<file path="src/rtl/mpr_ram.sv">
// Generic single-write, single-read synchronous RAM with registered read data.
`timescale 1ns / 1ps
module mpr_ram #(
	parameter int WIDTH = 8,
	parameter int DEPTH = 16,
	localparam int AW = (DEPTH > 1) ? $clog2(DEPTH) : 1
) (
	input  logic             clk,
	input  logic             we,
	input  logic [AW-1:0]    waddr,
	input  logic [WIDTH-1:0] wdata,
	input  logic             re,
	input  logic [AW-1:0]    raddr,
	output logic [WIDTH-1:0] rdata
);

	logic [WIDTH-1:0] mem_q [DEPTH];
	logic [WIDTH-1:0] rdata_q;

	always_ff @(posedge clk) begin
		if (we) begin
			mem_q[waddr] <= wdata;
		end
		if (re) begin
			rdata_q <= mem_q[raddr];
		end
	end

	assign rdata = rdata_q;

endmodule

</file>
<file path="config.mk">
export PLATFORM = sky130hd
export DESIGN_NAME = mpr_ram
export DESIGN_NICKNAME = d
export VERILOG_FILES = /design/src/rtl/mpr_ram.sv
export SDC_FILE = /design/constraint.sdc
export NUM_CORES = 1
export LEC_CHECK = 0
export ABC_AREA = 1
export BUFFER_PORTS_ARGS = -buffer_cell sky130_fd_sc_hd__buf_4
export CORE_ASPECT_RATIO = 1.5
export CORE_MARGIN = 3
export CORE_UTILIZATION = 41
export CTS_CLUSTER_DIAMETER = 200
export CTS_CLUSTER_SIZE = 30
export DETAILED_ROUTE_END_ITERATION = 12
export GPL_TIMING_DRIVEN = 0
export PLACE_DENSITY = 0.65
export SKIP_LAST_GASP = 1
export SYNTH_ARGS = -nofsm -noshare
export SYNTH_HDL_FRONTEND = slang
export SYNTH_SLANG_ARGS = --single-unit
</file>
<file path="constraint.sdc">
create_clock -name clk -period 3.5 [get_ports clk]
set_clock_uncertainty 0.05 [all_clocks]
set_input_delay 0.7 -clock clk [delete_from_list [all_inputs] [get_ports clk]]
set_output_delay 0.7 -clock clk [all_outputs]
set_load 0.01 [all_outputs]
</file>
-- Word level (Yosys, flattened, before mapping)
Memory sizes are Yosys's and may differ from the RTL's. A register that Yosys moved wholly into a read port is not among the register bits.
Cells that the tools add are included.
- memories: 1
- flip-flop bits (word level): 0
- input bits: 19
- output and inout bits: 8
- memory bits (writable): 128
- memory list (name ; words ; bits a word ; read ports ; clocked after memory_dff ; write ports ; RTL line ; text):
    mem_q ; 16 ; 8 ; 1 ; 1 ; 1 ; 17 ; logic [WIDTH-1:0] mem_q [DEPTH];
- mux-type cells: 2
- operator list (kind ; number):
    $mux 1 ; 2

-- Depth between registers and ports, before layout
Gate-level depths: netlist of run 1.
- depth in word-level cells: 2
- gate-level depth with buffers: 8
- mapped depth without buffers: 7

-- Worst setup path before layout of run 1
No wires, ideal clock.
- path type: in2reg
- start point: input waddr[2]
- end point: memory mem_q[10][0] (enable)
- cell stages on the path: 2
- arrival: 1.281 ns
- setup slack: 1.799 ns
- cell sequence: nand3b_1 > nor2_1
- RTL lines (element ; RTL line ; text):
    start: declaration ; 10 ; input logic [AW-1:0] waddr,
    end: declaration ; 17 ;
Straight into the memory's write port.

-- Final worst setup path of run 1
- start point: input waddr[2]
- end point: memory mem_q[9][7] (enable)
Straight into the memory's write port.

==> results of run 1 <==
==> kinds of logic after synthesis <==
logic type / share of synthesized area [%]
DFF: 69.85
buffers and inverters: 9.394
and+or+nand+nor: 20.76
==> metal layers <==
metal	track usage [%]	up-vias	share of wire, %
met5	0	-	0
met4	8.048	0	2.6
met3	3.561	21	4.0
met2	32.05	108	52
met1	21.70	1808	42
li1	-	1865	-
==> critical path, stage by stage <==
cell                       delay [ns]
sky130_fd_sc_hd__buf_4           0.12
sky130_fd_sc_hd__nand3b_1        0.23
sky130_fd_sc_hd__nor2_1          0.74
==> power breakdown <==
part | internal [µW] | switching [µW] | total [µW]
registers | 1840 | 8.40 | 1840
logic | 77.6 | 167 | 245
clock network | 1120 | 682 | 1800
==> cells in the final DEF (no fill, tap or decap) <==
cell type | netlist | layout
sky130_fd_sc_hd__clkinvlp_4 | 0 | 2
sky130_fd_sc_hd__clkinv_1 | 0 | 2
sky130_fd_sc_hd__buf_1 | 1 | 1
sky130_fd_sc_hd__nand3b_1 | 2 | 2
sky130_fd_sc_hd__clkbuf_16 | 0 | 17
sky130_fd_sc_hd__inv_1 | 100 | 100
sky130_fd_sc_hd__buf_4 | 4 | 27
sky130_fd_sc_hd__bufinv_16 | 0 | 3
sky130_fd_sc_hd__inv_2 | 2 | 2
sky130_fd_sc_hd__nand3_1 | 97 | 97
sky130_fd_sc_hd__nor2_1 | 17 | 17
sky130_fd_sc_hd__clkinv_2 | 0 | 2
sky130_fd_sc_hd__buf_6 | 6 | 6
sky130_fd_sc_hd__inv_6 | 0 | 4
sky130_fd_sc_hd__nand2_1 | 173 | 173
sky130_fd_sc_hd__edfxtp_1 | 136 | 136
sky130_fd_sc_hd__clkinv_4 | 0 | 2
sky130_fd_sc_hd__buf_2 | 13 | 13
==> synthesized netlist by cell type, drive strengths merged <==
library cell / number
buf: 24
edfxtp: 136
inv: 102
nand2: 173
nand3: 97
nand3b: 2
nor2: 17
==> final timing paths <==
check / cells after the start / start / slack, ns / to
hold reg to reg: 6 / mem_q[12][5]$_DFFE_PP_ / 0.71 / rdata[5]$_DFFE_PP_
setup / recovery: 3 / waddr[2] / 1.69 / mem_q[9][7]$_DFFE_PP_
setup reg to reg: 6 / mem_q[6][1]$_DFFE_PP_ / 2.26 / rdata[1]$_DFFE_PP_
hold / removal: 1 / re / 0.51 / rdata[4]$_DFFE_PP_
==> state kept, by name, indices dropped and copies added, names as in the netlist <==
signal and cells:
rdata 8, mem_q 128
==> through the flow <==
step                      power [µW]  utilization (%)  std cells  setup slack (ns)
after floorplan                 2010                -        551             1.799
after global placement          2117            45.57        763             1.303
after detailed placement        2123            45.57        763             1.278
after CTS                       3908            49.95        795             1.707
after global routing            4010            49.95        795             1.595
final                           3893            49.95        795             1.691
==> area by class of cell <==
class                           count  area, µm²
Buffer                             24      166.4
Clock buffer                       17      425.4
Clock inverter                     15      175.2
Fill cell                        1232       6872
Inverter                          102      382.9
Multi-Input combinational cell    289       1214
Sequential cell                   136       4084
Tap cell                          189      236.5
Timing Repair Buffer               23      172.7
==> run metrics, run 1 <==
status complete, no violations; Post-Syn Instances 551; final setup violation count 0; global router's overall resource usage 18.23%; number of distinct standard cells referenced by the synthesized netlist 11; post-synth design cell area 5847 µm²; TritonCTS clock tree built; Top-Level Pins 27; number of warning messages in the yosys log 0; slew margin rel. 34.50%; clock transition time at the flip-flop clock pins of the worst setup and hold paths 0.06 ns; arrival time reported for the critical path endpoint 1.79 ns; peak supply drop 0.0003006 V; Final Hold Slack 0.5148 ns; number of hold violations in the final report 0; Fin Setup TNS 0 ns; Worst Path Required 3.49 ns; global route overflow 0; Final Slew Violations 0; global-route wire length before repair 21530 µm; number of global-route vias before repair 3855; relative area change from synthesis to final layout 17.27%; routed vias/inst 4.782; CTS root buffer sky130_fd_sc_hd__clkbuf_16; insertion delay of the later-clocked pin in the worst-skew pair 0.41 ns; quantity of hold-fixing buffers added after cts 0; actual transition at the worst max-transition pin 0.9788 ns; Min Clock Period, post-route 1.809 ns; unrepaired setup endpoints after global routing false; Max H-tree Level 4; Worst Setup Path Type primary input to flop; antenna-violating nets left 0; 1st-pass router iterations 5; final weighted congestion in routability-driven placement 0.8675; wirelength, routed 13710 µm; leading cell types by total area after synthesis sky130_fd_sc_hd__edfxtp_1, sky130_fd_sc_hd__nand2_1, sky130_fd_sc_hd__nand3_1, sky130_fd_sc_hd__inv_1, sky130_fd_sc_hd__buf_6; Achievable Freq 552.9 MHz; Iter 0 DRT Violations 198; synthesized area divided by synthesized cell count 10.61 µm²; post-layout net count 612; total clock buffers created by CTS 17; type of the tightest min-delay check primary input to flop; top cell type's share of synthesized area 69.85%; category of the worst setup path launch point primary input; number of buffer cells added on primary ports 23; share of final-layout standard cells stronger than drive strength 1 12.87%; leakage power figure 0.002935 µW; CP Max Fanout 8; maximum root-to-sink buffer count 2; number of standard-cell rows in the floorplan 52; Seq cells post-synth 136; area enclosed by the die boundary 15760 µm²; design area 6857 µm²; Power Density 567.7 nW/µm²; Resized cells post-CTS 0; Ant. Diodes 0; Synthesized Nets 570; Post-CTS Setup Bufs 0; total cell area at the placement stage 6256 µm²; overall die width 103.5 µm; CTS Sinks 136; initial antenna violation count 0; post-DP HPWL 9392 µm; final routed wire length divided by cell count 17.25 µm; number of violations of the max-capacitance limit 0; core footprint 13730 µm²; maximum number of pins on one net before global-route repair 17; fin crit share 51.68%; cell accounting for the most synthesized area sky130_fd_sc_hd__edfxtp_1; routed vias 3802; Initial Util 42.59%; number of DRC violations after detailed routing 0; Worst Setup End Kind flop; Die Span Y 152.3 µm; part of the Yosys area used for sequential elements 69.85%
(Power assumes the default switching activity.)
==> run 2, diff against run 1 <==
PLACE_DENSITY = 0.67   (was 0.65)
clock period = 1.54 ns   (was 3.5 ns; I/O delays follow)
==> run 2 against run 1 <==
  * Register-to-register slack lost 1.9 ns
  * Non-clock buffer count is the same
  * Utilization grew 0.25 points
  * Via count grew 1.8%
  * Global-route usage grew 0.13 points
  * Critical path type unchanged
  * Final cell count is the same
  * First-iteration DRC count grew 36%
  * Hold slack lost 0.40 ns
  * Combinational power grew 130%
  * Critical path depth is the same
  * Power grew 130%
==> run metrics, run 2 (synthesis gave the netlist of run 1 again) <==
status complete, no violations; clock transition time at the flip-flop clock pins of the worst setup and hold paths 0.06 ns (about the same); maximum number of pins on one net before global-route repair 17 (unchanged); Power Density 1319 nW/µm² (+130%); Post-CTS Setup Bufs 0 (unchanged); number of buffer cells added on primary ports 23 (unchanged); start point of the critical path waddr[3]; series of cell instances along the critical path buf_4 -> nand3b_1 -> nor2_1; CP Max Fanout 8 (unchanged); maximum root-to-sink buffer count 2 (unchanged); Resized cells post-CTS 0 (unchanged); number of violations of the max-capacitance limit 0 (unchanged); number of global-route vias before repair 3923 (+1.8%); actual transition at the worst max-transition pin 0.8917 ns (-0.08716 ns); logic depth of the worst setup path including buffers 3 (unchanged); part of the total power dissipated in sequential elements 46.1% (-1.3 points); Fin Setup TNS 0 ns (unchanged); global router's overall resource usage 18.37% (+0.13 points); total clock buffers created by CTS 17 (unchanged); arrival time reported for the critical path endpoint 1.37 ns (-0.42 ns); peak supply drop 0.0005962 V (+98%); switching fraction of total power 20.77% (-1.3 points); max FFs per register 128 (unchanged); highest-count cells in the layout ignoring fill and taps sky130_fd_sc_hd__nand2_1, sky130_fd_sc_hd__edfxtp_1, sky130_fd_sc_hd__inv_1; leakage power figure 0.002952 µW (+0.57%); area enclosed by the die boundary 15760 µm² (unchanged); internal power consumption 7201 µW (+140%); r2r startpoint mem_q[14][7]$_DFFE_PP_; Initial Util 42.59% (unchanged); CP peak stage delay 0.71 ns (-0.03 ns); final setup violation count 0 (unchanged); overall die width 103.5 µm (unchanged); number of DRC violations after detailed routing 0 (unchanged); TritonCTS clock tree built; post-DP HPWL 9440 µm (+0.51%); core footprint 13730 µm² (unchanged); initial antenna violation count 0 (unchanged); design area 6890 µm² (+0.49%); slew margin rel. 40.33% (+5.8 points); routed vias/inst 4.867 (+1.8%); CTS root buffer sky130_fd_sc_hd__clkbuf_16; Die Span Y 152.3 µm (unchanged); startpoint of the tightest hold check path re; CTS Sinks 136 (unchanged); Buffers & Inverters on Critical Path 1 (unchanged); number of cells on the worst reg-to-reg path 6 (unchanged); category of the worst setup path launch point primary input; Ant. Diodes 0 (unchanged); Max H-tree Level 4 (unchanged); post-layout net count 612 (unchanged); Iter 0 DRT Violations 270 (+36%); register with the most flip-flops mem_q; Worst Path Required 1.52 ns (-1.97 ns); global-route wire length before repair 21820 µm (+1.3%); antenna-violating nets left 0 (unchanged); 1st-pass router iterations 7 (+2); reg-to-reg slack, setup 0.33 ns (-1.93 ns); type of the tightest min-delay check primary input to flop; slack of the critical path 0.1539 ns (-1.537 ns); fin crit share 90.01%; share of final-layout standard cells stronger than drive strength 1 12.54% (-0.33 points); pre-CTS worst setup slack -0.2768 ns (-1.555 ns); Min Clock Period, post-route 1.386 ns; Achievable Freq 721.5 MHz; CP top delay family simple AND/OR/NAND/NOR gates; power share of the clock group 47.7% (+1.4 points); library cell contributing the largest single delay on the critical path sky130_fd_sc_hd__nor2_1; total power draw 9089 µW (+130%); most frequent standard cell in the layout excluding fill and tap cells sky130_fd_sc_hd__nand2_1; final weighted congestion in routability-driven placement 0.8853 (+2.1%); net switching component of the power 1888 µW (+120%); Worst Setup End Kind flop; total cell area at the placement stage 6256 µm² (unchanged); routed vias 3869 (+1.8%); Top-Level Pins 27 (unchanged); wirelength, routed 14090 µm (+2.8%); global route overflow 0 (unchanged); Worst Setup Path Type primary input to flop; hold path depth 1 (unchanged); Final Slew Violations 0 (unchanged); unrepaired setup endpoints after global routing false; quantity of hold-fixing buffers added after cts 0 (unchanged); insertion delay of the later-clocked pin in the worst-skew pair 0.41 ns (about the same); share of total power in combinational logic 6.2% (about the same); relative area change from synthesis to final layout 17.85%; number of standard-cell rows in the floorplan 52 (unchanged); number of hold violations in the final report 0 (unchanged); final routed wire length divided by cell count 17.72 µm (+2.8%)
## run 2: changes by cell type in the layout (fill, tap and decap cells not counted), sizes merged
cell and delta:
clkinvlp -1, clkinv +2, inv -4, bufinv +2, clkbuf +1
## run 2: through the flow
step	std cells	util [%]	hold WS, ns
finish	795	50.19	0.1195
global route	795	50.19	0.1231
CTS	795	50.19	0.1165
detailed placement	763	45.57	0.5431
global placement	763	45.57	0.5332
floorplan	551	-	0.3569
## run 2: worst paths after layout
kind / endpoint
worst max-delay path: mem_q[4][6]$_DFFE_PP_
worst min-delay path: rdata[0]$_DFFE_PP_
worst max register to register: rdata[7]$_DFFE_PP_
worst min register to register: rdata[1]$_DFFE_PP_
## run 2: cell type report
| class | count | area [µm²] |
|---|---|---|
| clock buffers | 18 | 429.2 |
| multi-input cells | 289 | 1214 |
| inverters | 102 | 382.9 |
| flip-flops and latches | 136 | 4084 |
| clock inverters | 14 | 205.2 |
| repair buffers | 23 | 172.7 |
| well taps | 189 | 236.5 |
| plain buffers | 24 | 166.4 |
| fillers | 1188 | 6838 |
## run 2: power by group through the flow
stage          logic [µW]  clock network (µW)  registers, µW
4_1_cts               560                4370           4190
2_1_floorplan         292                   0           4280
6_report              561                4340           4190
3_5_place_dp          554                   0           4270
3_3_place_gp          545                   0           4260
5_1_grt               614                4550           4200
## run 2: layer usage
metal	part of all wire [%]	GRT usage (%)	up-vias
met5	0	0	-
met4	3.1	7.795	0
met3	5.7	3.773	37
met2	51	32.27	150
met1	40	21.89	1815
li1	-	-	1867
## run 2: worst reg2reg max path, stage by stage, from the launching register on
cell and delay [ns]:
sky130_fd_sc_hd__edfxtp_1 0.35, sky130_fd_sc_hd__inv_1 0.06, sky130_fd_sc_hd__nand2_1 0.06, sky130_fd_sc_hd__nand3_1 0.10, sky130_fd_sc_hd__nand3_1 0.10, sky130_fd_sc_hd__nand3_1 0.14, sky130_fd_sc_hd__nand2_1 0.09
==> run 3, diff against run 2 <==
CORE_ASPECT_RATIO = default   (was 1.5)
==> run 3 against run 2 <==
  * Final cell count shrank 1.3%
  * Critical path depth is the same
  * Critical endpoint is now mem_q[6][1]$_DFFE_PP_
  * Sequential share of layout area grew 0.67 points
  * Wire length shrank 3.5%
  * Fmax shrank 4.5%
  * Global-route usage shrank 0.42 points
  * Critical path type unchanged
==> run metrics, run 3 (synthesis gave the netlist of run 1 again) <==
startpoint of the tightest hold check path re; routed vias 3869 (unchanged); quantity of hold-fixing buffers added after cts 0 (unchanged); arrival time reported for the critical path endpoint 1.44 ns (+0.07 ns); number of global-route vias before repair 3750 (-4.4%); internal power consumption 6854 µW (-4.8%); reg-to-reg slack, setup 0.33 ns (about the same); unrepaired setup endpoints after global routing false; CTS root buffer sky130_fd_sc_hd__clkbuf_16; fin crit share 94.24% (+4.2 points); post-DP HPWL 8994 µm (-4.7%); number of violations of the max-capacitance limit 0 (unchanged); total cell area at the placement stage 6245 µm² (-0.18%); Post-CTS Setup Bufs 0 (unchanged); Hold Path Sink rdata[1]$_DFFE_PP_; CTS Sinks 136 (unchanged); highest-count cells in the layout ignoring fill and taps sky130_fd_sc_hd__nand2_1, sky130_fd_sc_hd__edfxtp_1, sky130_fd_sc_hd__inv_1; clock transition time at the flip-flop clock pins of the worst setup and hold paths 0.06 ns (about the same); area enclosed by the die boundary 15730 µm² (-0.19%); final setup violation count 0 (unchanged); Fin Setup TNS 0 ns (unchanged); register with the most flip-flops mem_q; global router's overall resource usage 17.94% (-0.42 points); routed vias/inst 4.929 (+1.3%); overall die width 125.4 µm (+21%); slack of the critical path 0.08876 ns (-0.06517 ns); net switching component of the power 1809 µW (-4.2%); design area 6813 µm² (-1.1%); share of final-layout standard cells stronger than drive strength 1 12.07% (-0.48 points); final routed wire length divided by cell count 17.33 µm (-2.2%); part of the total power dissipated in sequential elements 48.4% (+2.3 points); maximum root-to-sink buffer count 2 (unchanged); number of cells on the worst reg-to-reg path 6 (unchanged); wirelength, routed 13600 µm (-3.5%); Worst Setup End Kind flop; Resized cells post-CTS 0 (unchanged); category of the worst setup path launch point primary input; start point of the critical path waddr[3]; leakage power figure 0.002918 µW (-1.2%); share of total power in combinational logic 6.4% (+0.2 points); max FFs per register 128 (unchanged); Power Density 1272 nW/µm² (-3.6%); antenna-violating nets left 0 (unchanged); post-layout net count 612 (unchanged); initial antenna violation count 0 (unchanged); Min Clock Period, post-route 1.451 ns (+0.06517 ns); number of standard-cell rows in the floorplan 43 (-17%); maximum number of pins on one net before global-route repair 17 (unchanged); core footprint 13930 µm² (+1.5%); TritonCTS clock tree built; hold path depth 1 (unchanged); global route overflow 0 (unchanged); number of buffer cells added on primary ports 23 (unchanged); total power draw 8663 µW (-4.7%); filler cell count in the final layout 1204 (+1.3%); pre-CTS worst setup slack -0.3030 ns (-0.02625 ns); Worst Path Required 1.52 ns (about the same); CP Max Fanout 8 (unchanged); Achievable Freq 689.1 MHz (-4.5%); Worst Setup Path Type primary input to flop; actual transition at the worst max-transition pin 0.9202 ns (+0.02854 ns); most frequent standard cell in the layout excluding fill and tap cells sky130_fd_sc_hd__nand2_1; Max H-tree Level 4 (unchanged); insertion delay of the later-clocked pin in the worst-skew pair 0.42 ns (about the same); Top-Level Pins 27 (unchanged); number of hold violations in the final report 0 (unchanged); slew margin rel. 38.42% (-1.9 points); peak supply drop 0.0005114 V (-14%); Initial Util 41.96% (-0.63 points); power share of the clock group 45.2% (-2.5 points); r2r startpoint mem_q[0][7]$_DFFE_PP_; 1st-pass router iterations 7 (unchanged); number of DRC violations after detailed routing 0 (unchanged); Die Span Y 125.4 µm (-18%); relative area change from synthesis to final layout 16.52%; type of the tightest min-delay check primary input to flop; total clock buffers created by CTS 17 (unchanged); FF-to-FF End rdata[7]$_DFFE_PP_; Ant. Diodes 0 (unchanged); Final Slew Violations 0 (unchanged); final weighted congestion in routability-driven placement 0.8750 (-1.2%); switching fraction of total power 20.88% (+0.12 points); Final Hold Slack 0.1268 ns (+0.007251 ns); global-route wire length before repair 20880 µm (-4.3%); Iter 0 DRT Violations 410 (+52%); status complete, no violations
[run 3: cell types whose count changed in the layout (fill, tap and decap cells not counted)]
cell,change
sky130_fd_sc_hd__clkinvlp_4,+1
sky130_fd_sc_hd__clkbuf_1,+2
sky130_fd_sc_hd__clkinv_2,+1
sky130_fd_sc_hd__clkinv_4,-3
sky130_fd_sc_hd__bufinv_16,-2
[run 3: worst max-delay path by stage]
stage | endpoint | slack (ns) | depth (start not counted)
5_1_grt | mem_q[12][6]$_DFFE_PP_ | 0.06 | 4
4_1_cts | mem_q[6][1]$_DFFE_PP_ | 0.14 | 3
3_5_place_dp | mem_q[6][7]$_DFFE_PP_ | -0.30 | 3
6_report | mem_q[6][1]$_DFFE_PP_ | 0.09 | 3
2_1_floorplan | mem_q[10][0]$_DFFE_PP_ | 0.23 | 2
3_3_place_gp | mem_q[7][7]$_DFFE_PP_ | -0.28 | 3
[run 3: worst max-delay path: stages]
cell and delay (ns):
sky130_fd_sc_hd__buf_4 0.12, sky130_fd_sc_hd__nand3b_1 0.25, sky130_fd_sc_hd__nor2_1 0.75
[run 3: cell type report]
| cell class | instances | area [µm²] | share of cell area (%) |
|---|---|---|---|
| sequential | 136 | 4084 | 59.94 |
| multi-input combinational | 289 | 1214 | 17.81 |
| clock buffer | 20 | 436.7 | 6.410 |
| inverter | 102 | 382.9 | 5.620 |
| tap | 180 | 225.2 | 3.306 |
| timing repair buffer | 23 | 172.7 | 2.534 |
| buffer | 24 | 166.4 | 2.443 |
| clock inverter | 11 | 131.4 | 1.928 |
[run 3: per-stage QoR]
stage,instances,util [%]
2_1_floorplan,551,-
3_3_place_gp,754,44.81
3_5_place_dp,754,44.81
4_1_cts,785,48.89
5_1_grt,785,48.89
6_report,785,48.89
[run 3: power groups by stage]
| stage | combinational [µW] | clock, µW | sequential [µW] |
|---|---|---|---|
| global placement | 540 | 0 | 4270 |
| finish | 557 | 3910 | 4190 |
| floorplan | 292 | 0 | 4280 |
| global route | 609 | 4120 | 4200 |
| CTS | 555 | 3960 | 4190 |
| detailed placement | 550 | 0 | 4270 |
[run 3: per-layer routing]
metal	vias up	wire, µm	share of wire, %	global-route usage, %
met5	-	0	0	0
met4	0	407	3.0	8.929
met3	29	1015	7.5	3.973
met1	1810	5823	43	23.74
met2	161	6358	47	28.12
li1	1869	-	-	-
